==> config.mk <==
export PLATFORM = sky130hd
export DESIGN_NAME = word_boundary_tokenizer
export DESIGN_NICKNAME = d
export VERILOG_FILES = /design/src/hdl/wbt_pkg.sv /design/src/hdl/wbt_front.sv /design/src/hdl/wbt_queue.sv /design/src/hdl/wbt_back.sv /design/src/hdl/word_boundary_tokenizer.sv
export SDC_FILE = /design/constraint.sdc
export NUM_CORES = 1
export LEC_CHECK = 0
export BUFFER_PORTS_ARGS = -buffer_cell sky130_fd_sc_hd__buf_4
export CAP_MARGIN = 20
export CORE_AREA = 5 5 228 208
export DETAILED_ROUTE_END_ITERATION = 10
export DIE_AREA = 0 0 233 213
export GPL_TIMING_DRIVEN = 1
export PLACE_DENSITY = 0.73
export SLEW_MARGIN = 25
export SYNTH_ARGS = -nofsm -noshare
export SYNTH_HDL_FRONTEND = slang
export SYNTH_SLANG_ARGS = --single-unit
==> constraint.sdc <==
create_clock -name i_clk -period 5.18 [get_ports i_clk]
set_input_delay 0.777 -clock i_clk [delete_from_list [all_inputs] [get_ports i_clk]]
set_output_delay 0.777 -clock i_clk [all_outputs]
set_load 0.1 [all_outputs]
==> src/hdl/wbt_pkg.sv <==
`default_nettype none
// ----------------------------------------------------------------------------
// wbt_pkg
// Shared types, class codes and the word-formation table of the tokenizer.
// ----------------------------------------------------------------------------
package wbt_pkg;

    // character class codes
    localparam logic [3:0] CL_OTHER = 4'd0;
    localparam logic [3:0] CL_SPACE = 4'd1;
    localparam logic [3:0] CL_ALNUM = 4'd2;
    localparam logic [3:0] CL_N     = 4'd3;
    localparam logic [3:0] CL_B     = 4'd4;
    localparam logic [3:0] CL_NUM   = 4'd5;
    localparam logic [3:0] CL_DOT   = 4'd6;
    localparam logic [3:0] CL_COLON = 4'd7;
    localparam logic [3:0] CL_QUOTE = 4'd8;

    localparam logic OP_CHAR = 1'b0;
    localparam logic OP_EOL  = 1'b1;

    localparam int QDEPTH = 4;
    localparam int QPTR_W = 2;

    typedef enum logic [3:0] {
        SC_SPACE = 4'd0,
        SC_OTHER = 4'd1,
        SC_ALNUM = 4'd2,
        SC_N     = 4'd3,
        SC_NB    = 4'd4,
        SC_NBDOT = 4'd5,
        SC_NUM   = 4'd6,
        SC_QUOTE = 4'd7,
        SC_QQ    = 4'd8,
        SC_CMT   = 4'd9
    } t_wbt_scan;

    typedef enum logic [1:0] {
        ACT_NONE  = 2'd0,
        ACT_EMIT  = 2'd1,
        ACT_BEGIN = 2'd2
    } t_wbt_act;

    typedef struct packed {
        t_wbt_scan nxt;
        t_wbt_act  act;
    } t_wbt_cell;

    typedef struct packed {
        logic       opcode;
        logic [3:0] char_class;
    } t_wbt_in;

    typedef struct packed {
        logic        word_valid;
        logic [15:0] word_start;
        logic [15:0] word_length;
        logic        end_of_line;
        logic [15:0] word_count;
        logic        ends_in_comment;
        logic        open_quote_error;
        logic        line_overflow;
    } t_wbt_out;

    // everything one input item produces: pending numeric run, word, terminator
    typedef struct packed {
        logic        has_vec;
        logic [15:0] vec_start;
        logic [15:0] vec_len;
        logic        has_word;
        logic [15:0] word_start;
        logic [15:0] word_len;
        logic        has_term;
        logic [15:0] term_count;
        logic        term_cmt;
        logic        term_oq;
        logic        term_ovf;
    } t_wbt_cmd;

    // state a new token opens with, by class
    function automatic t_wbt_scan wbt_tok_start(input logic [3:0] c);
        t_wbt_scan r;
        unique case (c) inside
            CL_SPACE:         r = SC_SPACE;
            CL_ALNUM, CL_B:   r = SC_ALNUM;
            CL_N:             r = SC_N;
            CL_NUM:           r = SC_NUM;
            CL_QUOTE:         r = SC_QUOTE;
            default:          r = SC_OTHER;
        endcase
        return r;
    endfunction

    function automatic t_wbt_cell wbt_lookup(input t_wbt_scan s, input logic [3:0] cls);
        logic [3:0] c;
        t_wbt_cell  r;
        c = (cls > CL_QUOTE) ? CL_OTHER : cls;
        r.nxt = wbt_tok_start(c);
        r.act = ACT_NONE;
        unique case (s) inside
            SC_OTHER: begin
                r.act = (c == CL_DOT || c == CL_COLON) ? ACT_NONE : ACT_EMIT;
            end
            SC_ALNUM, SC_N, SC_NB: begin
                unique case (c) inside
                    CL_OTHER:            begin r.nxt = SC_OTHER; r.act = ACT_EMIT; end
                    CL_SPACE:            begin r.nxt = SC_SPACE; r.act = ACT_EMIT; end
                    CL_QUOTE:            begin r.nxt = SC_QUOTE; r.act = ACT_EMIT; end
                    CL_DOT, CL_COLON:    r.nxt = SC_OTHER;
                    default:             r.nxt = SC_ALNUM;
                endcase
                if (s == SC_N && c == CL_B) r.nxt = SC_NB;
                if (s == SC_NB && c == CL_DOT) r.nxt = SC_NBDOT;
            end
            SC_NBDOT: begin
                r.nxt = (c == CL_DOT || c == CL_COLON) ? SC_OTHER : SC_CMT;
            end
            SC_NUM: begin
                unique case (c) inside
                    CL_OTHER: begin r.nxt = SC_OTHER; r.act = ACT_EMIT; end
                    CL_SPACE: begin r.nxt = SC_SPACE; r.act = ACT_EMIT; end
                    CL_QUOTE: begin r.nxt = SC_QUOTE; r.act = ACT_EMIT; end
                    CL_COLON: r.nxt = SC_OTHER;
                    default:  r.nxt = SC_NUM;
                endcase
            end
            SC_QUOTE: begin
                r.nxt = (c == CL_QUOTE) ? SC_QQ : SC_QUOTE;
            end
            SC_QQ: begin
                r.act = (c == CL_QUOTE) ? ACT_NONE : ACT_EMIT;
            end
            SC_CMT: begin
                r.nxt = SC_CMT;
            end
            default: begin
                // space state, and any bad state code
                r.act = (c == CL_SPACE) ? ACT_NONE : ACT_BEGIN;
            end
        endcase
        return r;
    endfunction

endpackage
`default_nettype wire

==> src/hdl/wbt_front.sv <==
`default_nettype none
// ----------------------------------------------------------------------------
// wbt_front
// Scanner: runs the word-formation table on each accepted beat, tracks the
// line state and pushes the words and terminator it produces as one command.
// ----------------------------------------------------------------------------
module wbt_front import wbt_pkg::*; #(
    parameter int POSITION_BITS = 16
) (
    input  wire logic     i_clk,
    input  wire logic     i_rst_n,
    input  wire logic     i_valid,
    output logic          o_ready,
    input  wire t_wbt_in  i_data,
    input  wire logic     i_q_full,
    output logic          o_push,
    output t_wbt_cmd      o_cmd
);

    localparam int PW = (POSITION_BITS >= 16) ? 16 : POSITION_BITS;

    t_wbt_scan         r_scan, n_scan;
    logic [PW-1:0]     r_wbegin, n_wbegin;
    logic              r_in_num, n_in_num;
    logic              r_vopen, n_vopen;
    logic [PW-1:0]     r_vbegin, n_vbegin;
    logic [PW-1:0]     r_vend, n_vend;
    logic [PW-1:0]     r_pos, n_pos;
    logic [15:0]       r_words, n_words;
    logic              r_ovf, n_ovf;

    logic              accept;
    t_wbt_cell         lkup;
    t_wbt_cmd          cmd;
    logic [16:0]       wsum;
    logic [15:0]       wsat;
    logic [PW-1:0]     st;

    assign o_ready = !i_q_full;
    assign accept  = i_valid && !i_q_full;
    assign lkup    = wbt_lookup(r_scan, i_data.char_class);

    always_ff @(posedge i_clk) begin
        if (!i_rst_n) begin
            r_scan   <= SC_SPACE;
            r_wbegin <= '0;
            r_in_num <= 1'b0;
            r_vopen  <= 1'b0;
            r_vbegin <= '0;
            r_vend   <= '0;
            r_pos    <= '0;
            r_words  <= '0;
            r_ovf    <= 1'b0;
        end else begin
            r_scan   <= n_scan;
            r_wbegin <= n_wbegin;
            r_in_num <= n_in_num;
            r_vopen  <= n_vopen;
            r_vbegin <= n_vbegin;
            r_vend   <= n_vend;
            r_pos    <= n_pos;
            r_words  <= n_words;
            r_ovf    <= n_ovf;
        end
    end

    always_comb begin
        n_scan   = r_scan;
        n_wbegin = r_wbegin;
        n_in_num = r_in_num;
        n_vopen  = r_vopen;
        n_vbegin = r_vbegin;
        n_vend   = r_vend;
        n_pos    = r_pos;
        n_words  = r_words;
        n_ovf    = r_ovf;
        cmd      = '0;
        st       = r_vopen ? r_vbegin : r_wbegin;

        if (accept && i_data.opcode == OP_CHAR) begin
            if (&r_pos) begin
                // line full: drop the character
                n_ovf = 1'b1;
            end else begin
                if (lkup.act == ACT_EMIT) begin
                    if (r_in_num && r_scan == SC_NUM) begin
                        // numeric word ends: extend the pending run
                        if (!r_vopen) n_vbegin = r_wbegin;
                        n_vopen = 1'b1;
                        n_vend  = r_pos;
                    end else begin
                        if (r_vopen) begin
                            cmd.has_vec   = 1'b1;
                            cmd.vec_start = 16'(r_vbegin);
                            cmd.vec_len   = 16'(r_vend - r_vbegin);
                            n_vopen       = 1'b0;
                        end
                        cmd.has_word   = 1'b1;
                        cmd.word_start = 16'(r_wbegin);
                        cmd.word_len   = 16'(r_pos - r_wbegin);
                    end
                end
                n_scan = lkup.nxt;
                if (lkup.act != ACT_NONE) begin
                    n_wbegin = r_pos;
                    n_in_num = (lkup.nxt == SC_NUM);
                end
                n_pos = r_pos + 1'b1;
            end
        end else if (accept) begin
            if (r_scan == SC_QUOTE) begin
                // open quoted word is dropped
                cmd.has_vec = r_vopen;
            end else if (r_in_num && r_scan == SC_NUM) begin
                cmd.has_word   = 1'b1;
                cmd.word_start = 16'(st);
                cmd.word_len   = 16'(r_pos - st);
            end else begin
                cmd.has_vec    = r_vopen;
                cmd.has_word   = (r_scan != SC_SPACE);
                cmd.word_start = 16'(r_wbegin);
                cmd.word_len   = 16'(r_pos - r_wbegin);
            end
            cmd.vec_start = 16'(r_vbegin);
            cmd.vec_len   = 16'(r_vend - r_vbegin);
            cmd.has_term  = 1'b1;
            cmd.term_cmt  = (r_scan == SC_CMT || r_scan == SC_NBDOT);
            cmd.term_oq   = (r_scan == SC_QUOTE);
            cmd.term_ovf  = r_ovf;
        end

        wsum = {1'b0, r_words} + 17'(cmd.has_vec) + 17'(cmd.has_word);
        wsat = wsum[16] ? 16'hFFFF : wsum[15:0];
        cmd.term_count = cmd.has_term ? wsat : 16'd0;

        if (accept && i_data.opcode == OP_EOL) begin
            n_scan   = SC_SPACE;
            n_wbegin = '0;
            n_in_num = 1'b0;
            n_vopen  = 1'b0;
            n_vbegin = '0;
            n_vend   = '0;
            n_pos    = '0;
            n_words  = '0;
            n_ovf    = 1'b0;
        end else begin
            n_words = wsat;
        end
    end

    assign o_push = accept && (cmd.has_vec || cmd.has_word || cmd.has_term);
    assign o_cmd  = cmd;

endmodule
`default_nettype wire

==> src/hdl/wbt_queue.sv <==
`default_nettype none
// ----------------------------------------------------------------------------
// wbt_queue
// Small command queue between scanner and output sequencer.
// ----------------------------------------------------------------------------
module wbt_queue import wbt_pkg::*; (
    input  wire logic     i_clk,
    input  wire logic     i_rst_n,
    input  wire logic     i_push,
    input  wire t_wbt_cmd i_cmd,
    output logic          o_full,
    input  wire logic     i_pop,
    output t_wbt_cmd      o_head,
    output logic          o_empty
);

    t_wbt_cmd          r_mem [QDEPTH];
    logic [QPTR_W-1:0] r_wptr, r_rptr;
    logic [QPTR_W:0]   r_count;

    assign o_full  = (r_count == (QPTR_W+1)'(QDEPTH));
    assign o_empty = (r_count == '0);
    assign o_head  = r_mem[r_rptr];

    always_ff @(posedge i_clk) begin
        if (i_push) r_mem[r_wptr] <= i_cmd;
    end

    always_ff @(posedge i_clk) begin
        if (!i_rst_n) begin
            r_wptr  <= '0;
            r_rptr  <= '0;
            r_count <= '0;
        end else begin
            if (i_push) r_wptr <= r_wptr + 1'b1;
            if (i_pop)  r_rptr <= r_rptr + 1'b1;
            if (i_push && !i_pop)      r_count <= r_count + 1'b1;
            else if (!i_push && i_pop) r_count <= r_count - 1'b1;
        end
    end

endmodule
`default_nettype wire

==> src/hdl/wbt_back.sv <==
`default_nettype none
// ----------------------------------------------------------------------------
// wbt_back
// Output sequencer: walks the head command one result per beat, in order
// numeric run, word, terminator, into a registered output stage.
// ----------------------------------------------------------------------------
module wbt_back import wbt_pkg::*; (
    input  wire logic     i_clk,
    input  wire logic     i_rst_n,
    input  wire t_wbt_cmd i_head,
    input  wire logic     i_empty,
    output logic          o_pop,
    output logic          o_valid,
    input  wire logic     i_ready,
    output t_wbt_out      o_data
);

    logic [2:0] r_done, n_done;
    logic       r_valid;
    t_wbt_out   r_data, n_data;
    logic [2:0] pend, pick;
    logic       load;

    assign pend = {i_head.has_term, i_head.has_word, i_head.has_vec} & ~r_done;
    assign pick = pend & (~pend + 3'd1);
    assign load = !r_valid || i_ready;
    assign o_pop = load && !i_empty && ((pend & ~pick) == 3'd0);

    always_comb begin
        n_done = r_done;
        if (load && !i_empty) n_done = o_pop ? 3'd0 : (r_done | pick);

        n_data = '0;
        if (pick[0]) begin
            n_data.word_valid  = 1'b1;
            n_data.word_start  = i_head.vec_start;
            n_data.word_length = i_head.vec_len;
        end else if (pick[1]) begin
            n_data.word_valid  = 1'b1;
            n_data.word_start  = i_head.word_start;
            n_data.word_length = i_head.word_len;
        end else begin
            n_data.end_of_line      = 1'b1;
            n_data.word_count       = i_head.term_count;
            n_data.ends_in_comment  = i_head.term_cmt;
            n_data.open_quote_error = i_head.term_oq;
            n_data.line_overflow    = i_head.term_ovf;
        end
    end

    always_ff @(posedge i_clk) begin
        if (!i_rst_n) begin
            r_done  <= '0;
            r_valid <= 1'b0;
        end else begin
            r_done <= n_done;
            if (load) r_valid <= !i_empty;
        end
    end

    always_ff @(posedge i_clk) begin
        if (load && !i_empty) r_data <= n_data;
    end

    assign o_valid = r_valid;
    assign o_data  = r_data;

endmodule
`default_nettype wire

==> src/hdl/word_boundary_tokenizer.sv <==
`default_nettype none
// A beat's command is queued first, then each result goes to the registered output stage.
// Throughput: one character beat per cycle while the queue has room; results leave at
// one per cycle while the receiver is ready, with a 4-entry queue between.
// Input ready drops only while that queue is full.
// Reset (synchronous, active low) clears the line state, the queue and output valid.
// ----------------------------------------------------------------------------
// word_boundary_tokenizer
// Splits a stream of classified characters into (start, length) words with
// numeric-run merging, and ends each line with a terminator beat.
// ----------------------------------------------------------------------------
module word_boundary_tokenizer import wbt_pkg::*; #(
    parameter int POSITION_BITS = 16
) (
    input  wire logic     i_clk,
    input  wire logic     i_rst_n,
    input  wire logic     i_in_valid,
    output logic          o_in_ready,
    input  wire t_wbt_in  i_in_data,
    output logic          o_out_valid,
    input  wire logic     i_out_ready,
    output t_wbt_out      o_out_data
);

    logic     q_full, q_empty, q_push, q_pop;
    t_wbt_cmd q_in, q_head;

    wbt_front #(.POSITION_BITS(POSITION_BITS)) u_front (
        .i_clk    (i_clk),
        .i_rst_n  (i_rst_n),
        .i_valid  (i_in_valid),
        .o_ready  (o_in_ready),
        .i_data   (i_in_data),
        .i_q_full (q_full),
        .o_push   (q_push),
        .o_cmd    (q_in)
    );

    wbt_queue u_queue (
        .i_clk   (i_clk),
        .i_rst_n (i_rst_n),
        .i_push  (q_push),
        .i_cmd   (q_in),
        .o_full  (q_full),
        .i_pop   (q_pop),
        .o_head  (q_head),
        .o_empty (q_empty)
    );

    wbt_back u_back (
        .i_clk   (i_clk),
        .i_rst_n (i_rst_n),
        .i_head  (q_head),
        .i_empty (q_empty),
        .o_pop   (q_pop),
        .o_valid (o_out_valid),
        .i_ready (i_out_ready),
        .o_data  (o_out_data)
    );

endmodule
`default_nettype wire

==> results.json <==
{
  "status": "completed",
  "synthArstFlopShare_pct": 0,
  "post-route-min-period_ps": 4320,
  "ys_ff_latch": 497,
  "hold_buffers": 0,
  "viasPerCell": 5.72,
  "p_comb_share_pct": 29.0,
  "hp-start": "u_front.r_vend[9]",
  "pwr-share-clk_pct": 29.9,
  "synth-edff-count": 397,
  "fp-row-count": 74,
  "slew_headroom_pct": 33.9,
  "core-area_mm2": 0.0448,
  "r2r-start": "u_front.r_pos[1]",
  "antenna_found_initial": 0,
  "antennaDiodeCount": 0,
  "rsz0062_at_grt": "no",
  "synth_nets": 1576,
  "p_switching_mw": 4.17,
  "critPathMaxFanout": 12,
  "dpl.hpwl_um": 30300,
  "p_sw_share_pct": 34.9,
  "powerDensity_mw_per_mm2": 487,
  "cellLeakagePower_nw": 8.11,
  "hp-class": "reg2reg",
  "io_buffers": 63,
  "post_cts_resized": 0,
  "cts_setup_buffers": 0,
  "crit_type": "reg2reg",
  "cts_tree": "built",
  "die_width_um": 233,
  "ys.warnings.count": 0,
  "grt_pass1_wl_um": 72800,
  "layout.nets": 1645,
  "ant_nets": 0,
  "finalCritPeriodShare_pct": 83.3,
  "cp.arrival_ps": 4660,
  "synth_cell_types": 78,
  "syn_area_mm2": 0.0217,
  "ys_seq_area_share_pct": 64.3,
  "drtIter0Drc": 1325,
  "grt_pass1_vias": 12700,
  "synth.avg_cell_area_um2": 14.3,
  "wl_per_cell_um": 20.9,
  "dieArea_mm2": 0.0496,
  "cts_buffers": 50,
  "die_h_um": 213,
  "cts-root-buf": "clkbuf_16",
  "worst_pin_slew_ps": 988,
  "post-place-ws_ps": 540,
  "intPower_mw": 7.77,
  "start_util_pct": 48.3,
  "synth_ff_type": "edfxtp_1",
  "fillers": 3558,
  "slew_violations": 0,
  "finalClockSkew_ps": 18.4,
  "vias": 12700,
  "power_frac_seq_pct": 41.1,
  "setup_tns_ps": 0,
  "irDropWorstVdd_uv": 312,
  "cap_violations": 0,
  "cts_buffer_depth": 3,
  "htreeDepth": 2,
  "hold_viol_final": 0,
  "areaGrowthSynthToFinish_pct": 13.1,
  "required_ps": 5530,
  "cp-startpoint": "u_front.r_pos[1]",
  "clk_latency_ps": 580,
  "fmaxAchievable_ghz": 0.232,
  "grt.total_usage_pct": 18.9,
  "place.gp.congestion": 0.886,
  "synthCells": 1510,
  "cp-end-kind": "register",
  "cts_sinks": 497,
  "setup_viol": 0,
  "io_pins": 64,
  "setup_ws_ps": 863,
  "wl_um": 46500,
  "drc": 0,
  "drive_above_1_share_pct": 16.9,
  "firstDrtPassIters": 6,
  "grt_max_degree": 58,
  "overflow": 0,
  "critPathLaunchType": "register",
  "clk_pin_slew_ps": 60
}
[metrics by stage]
stage	power (mW)	cell area [um^2]	std cells	hold WS [ps]	utilization, %
3_5_place_dp	8.50	22900	2135	455	51.1
2_1_floorplan	7.70	21700	1510	428	-
3_3_place_gp	8.46	22900	2135	447	51.1
4_1_cts	12.1	24500	2228	464	54.7
5_1_grt	12.4	24500	2228	484	54.7
6_report	11.9	24500	2228	463	54.7
[path summary, 6_finish.rpt]
path	endpoint	slack [ps]	cells past startpoint
hold reg to reg	u_front.r_vend[9]	460	2
setup / recovery	u_queue.r_mem[0][12]	860	13
setup reg to reg	u_queue.r_mem[0][12]	860	13
hold / removal	u_front.r_vend[9]	460	2
[per-layer routing]
layer | GRT usage [%] | wire (um) | vias to the layer above
met4 | 5.03 | 840 | 0
met2 | 30.4 | 22100 | 378
li1 | - | - | 5920
met5 | 0 | 0 | -
met1 | 27.4 | 21000 | 6391
met3 | 2.65 | 2550 | 56
[cell type report]
| cell class | count | area (um^2) | area share, % |
|---|---|---|---|
| Tap cell | 608 | 761 | 3.10 |
| Sequential cell | 497 | 13900 | 56.8 |
| Timing Repair Buffer | 91 | 733 | 2.99 |
| Multi-Input combinational cell | 888 | 7270 | 29.7 |
| Clock inverter | 27 | 263 | 1.07 |
| Inverter | 51 | 191 | 0.781 |
| Clock buffer | 66 | 1360 | 5.56 |
[critical path, cell delays in order (launching register included)]
cell     delay, ps
dfxtp_1        570
ha_1           260
nand2_1        140
o311a_1        580
nand2_4        190
o22ai_1        150
ha_1           400
a21o_1         130
ha_1           260
nand3_1        160
or3_1          590
nand4_1        170
o21ai_0        120
nor3_1         360
[layout by cell type (no fill, tap or decap), types with 31 or more instances in the layout]
| cell type | count |
|---|---|
| nor2_1 | 138 |
| and3_1 | 31 |
| xor2_1 | 37 |
| buf_4 | 87 |
| a21oi_1 | 66 |
| edfxtp_1 | 397 |
| dfxtp_1 | 98 |
| ha_1 | 53 |
| mux2i_1 | 39 |
| a22o_1 | 34 |
| clkbuf_16 | 51 |
| inv_1 | 51 |
| mux4_2 | 86 |
| nand2_1 | 94 |
[cell families after synthesis]
group	Yosys count	synth area share [%]
muxes	126	10.8
and+or+nand+nor	401	8.95
DFF	497	64.3
AOI/OAI and AO/OA	237	7.52
adders and majority gates	58	3.48
xor gates and xnor gates	66	2.67
buffers and inverters	125	2.33
[sequential cells by signal, summed over array words and instances, names as in the netlist, named ones only]
| signal | flops |
|---|---|
| u_back.o_data | 53 |
| u_back.o_valid | 1 |
| u_back.r_done | 3 |
| u_front.r_in_num | 1 |
| u_front.r_ovf | 1 |
| u_front.r_pos | 16 |
| u_front.r_scan | 4 |
| u_front.r_vbegin | 16 |
| u_front.r_vend | 16 |
| u_front.r_vopen | 1 |
| u_front.r_wbegin | 16 |
| u_front.r_words | 16 |
| u_queue.r_count | 3 |
| u_queue.r_mem | 344 |
| u_queue.r_rptr | 2 |
| u_queue.r_wptr | 2 |
[power groups by stage]
stage | Sequential [mW] | Clock, mW | Combinational, mW
2_1_floorplan | 6.58 | 0 | 1.12
3_3_place_gp | 4.98 | 0 | 3.48
3_5_place_dp | 4.99 | 0 | 3.51
4_1_cts | 4.92 | 3.63 | 3.52
5_1_grt | 4.94 | 3.80 | 3.63
6_report | 4.91 | 3.57 | 3.47
[cell usage after synthesis, types with 24 or more instances]
cell,count,share of area [%]
a21oi_1,67,1.5
a22o_1,34,1.4
and3_1,31,0.90
clkbuf_1,47,0.81
dfxtp_1,100,9.2
edfxtp_1,397,55
ha_1,53,3.1
inv_1,51,0.88
mux2i_1,39,1.8
mux4_2,86,8.9
nand2_1,95,1.6
nand3_1,24,0.55
nor2_1,139,2.4
nor3_1,24,0.55
o21ai_0,27,0.62
o22ai_1,25,0.72
xnor2_1,29,1.2
xor2_1,37,1.5
(Power assumes the default switching activity.)
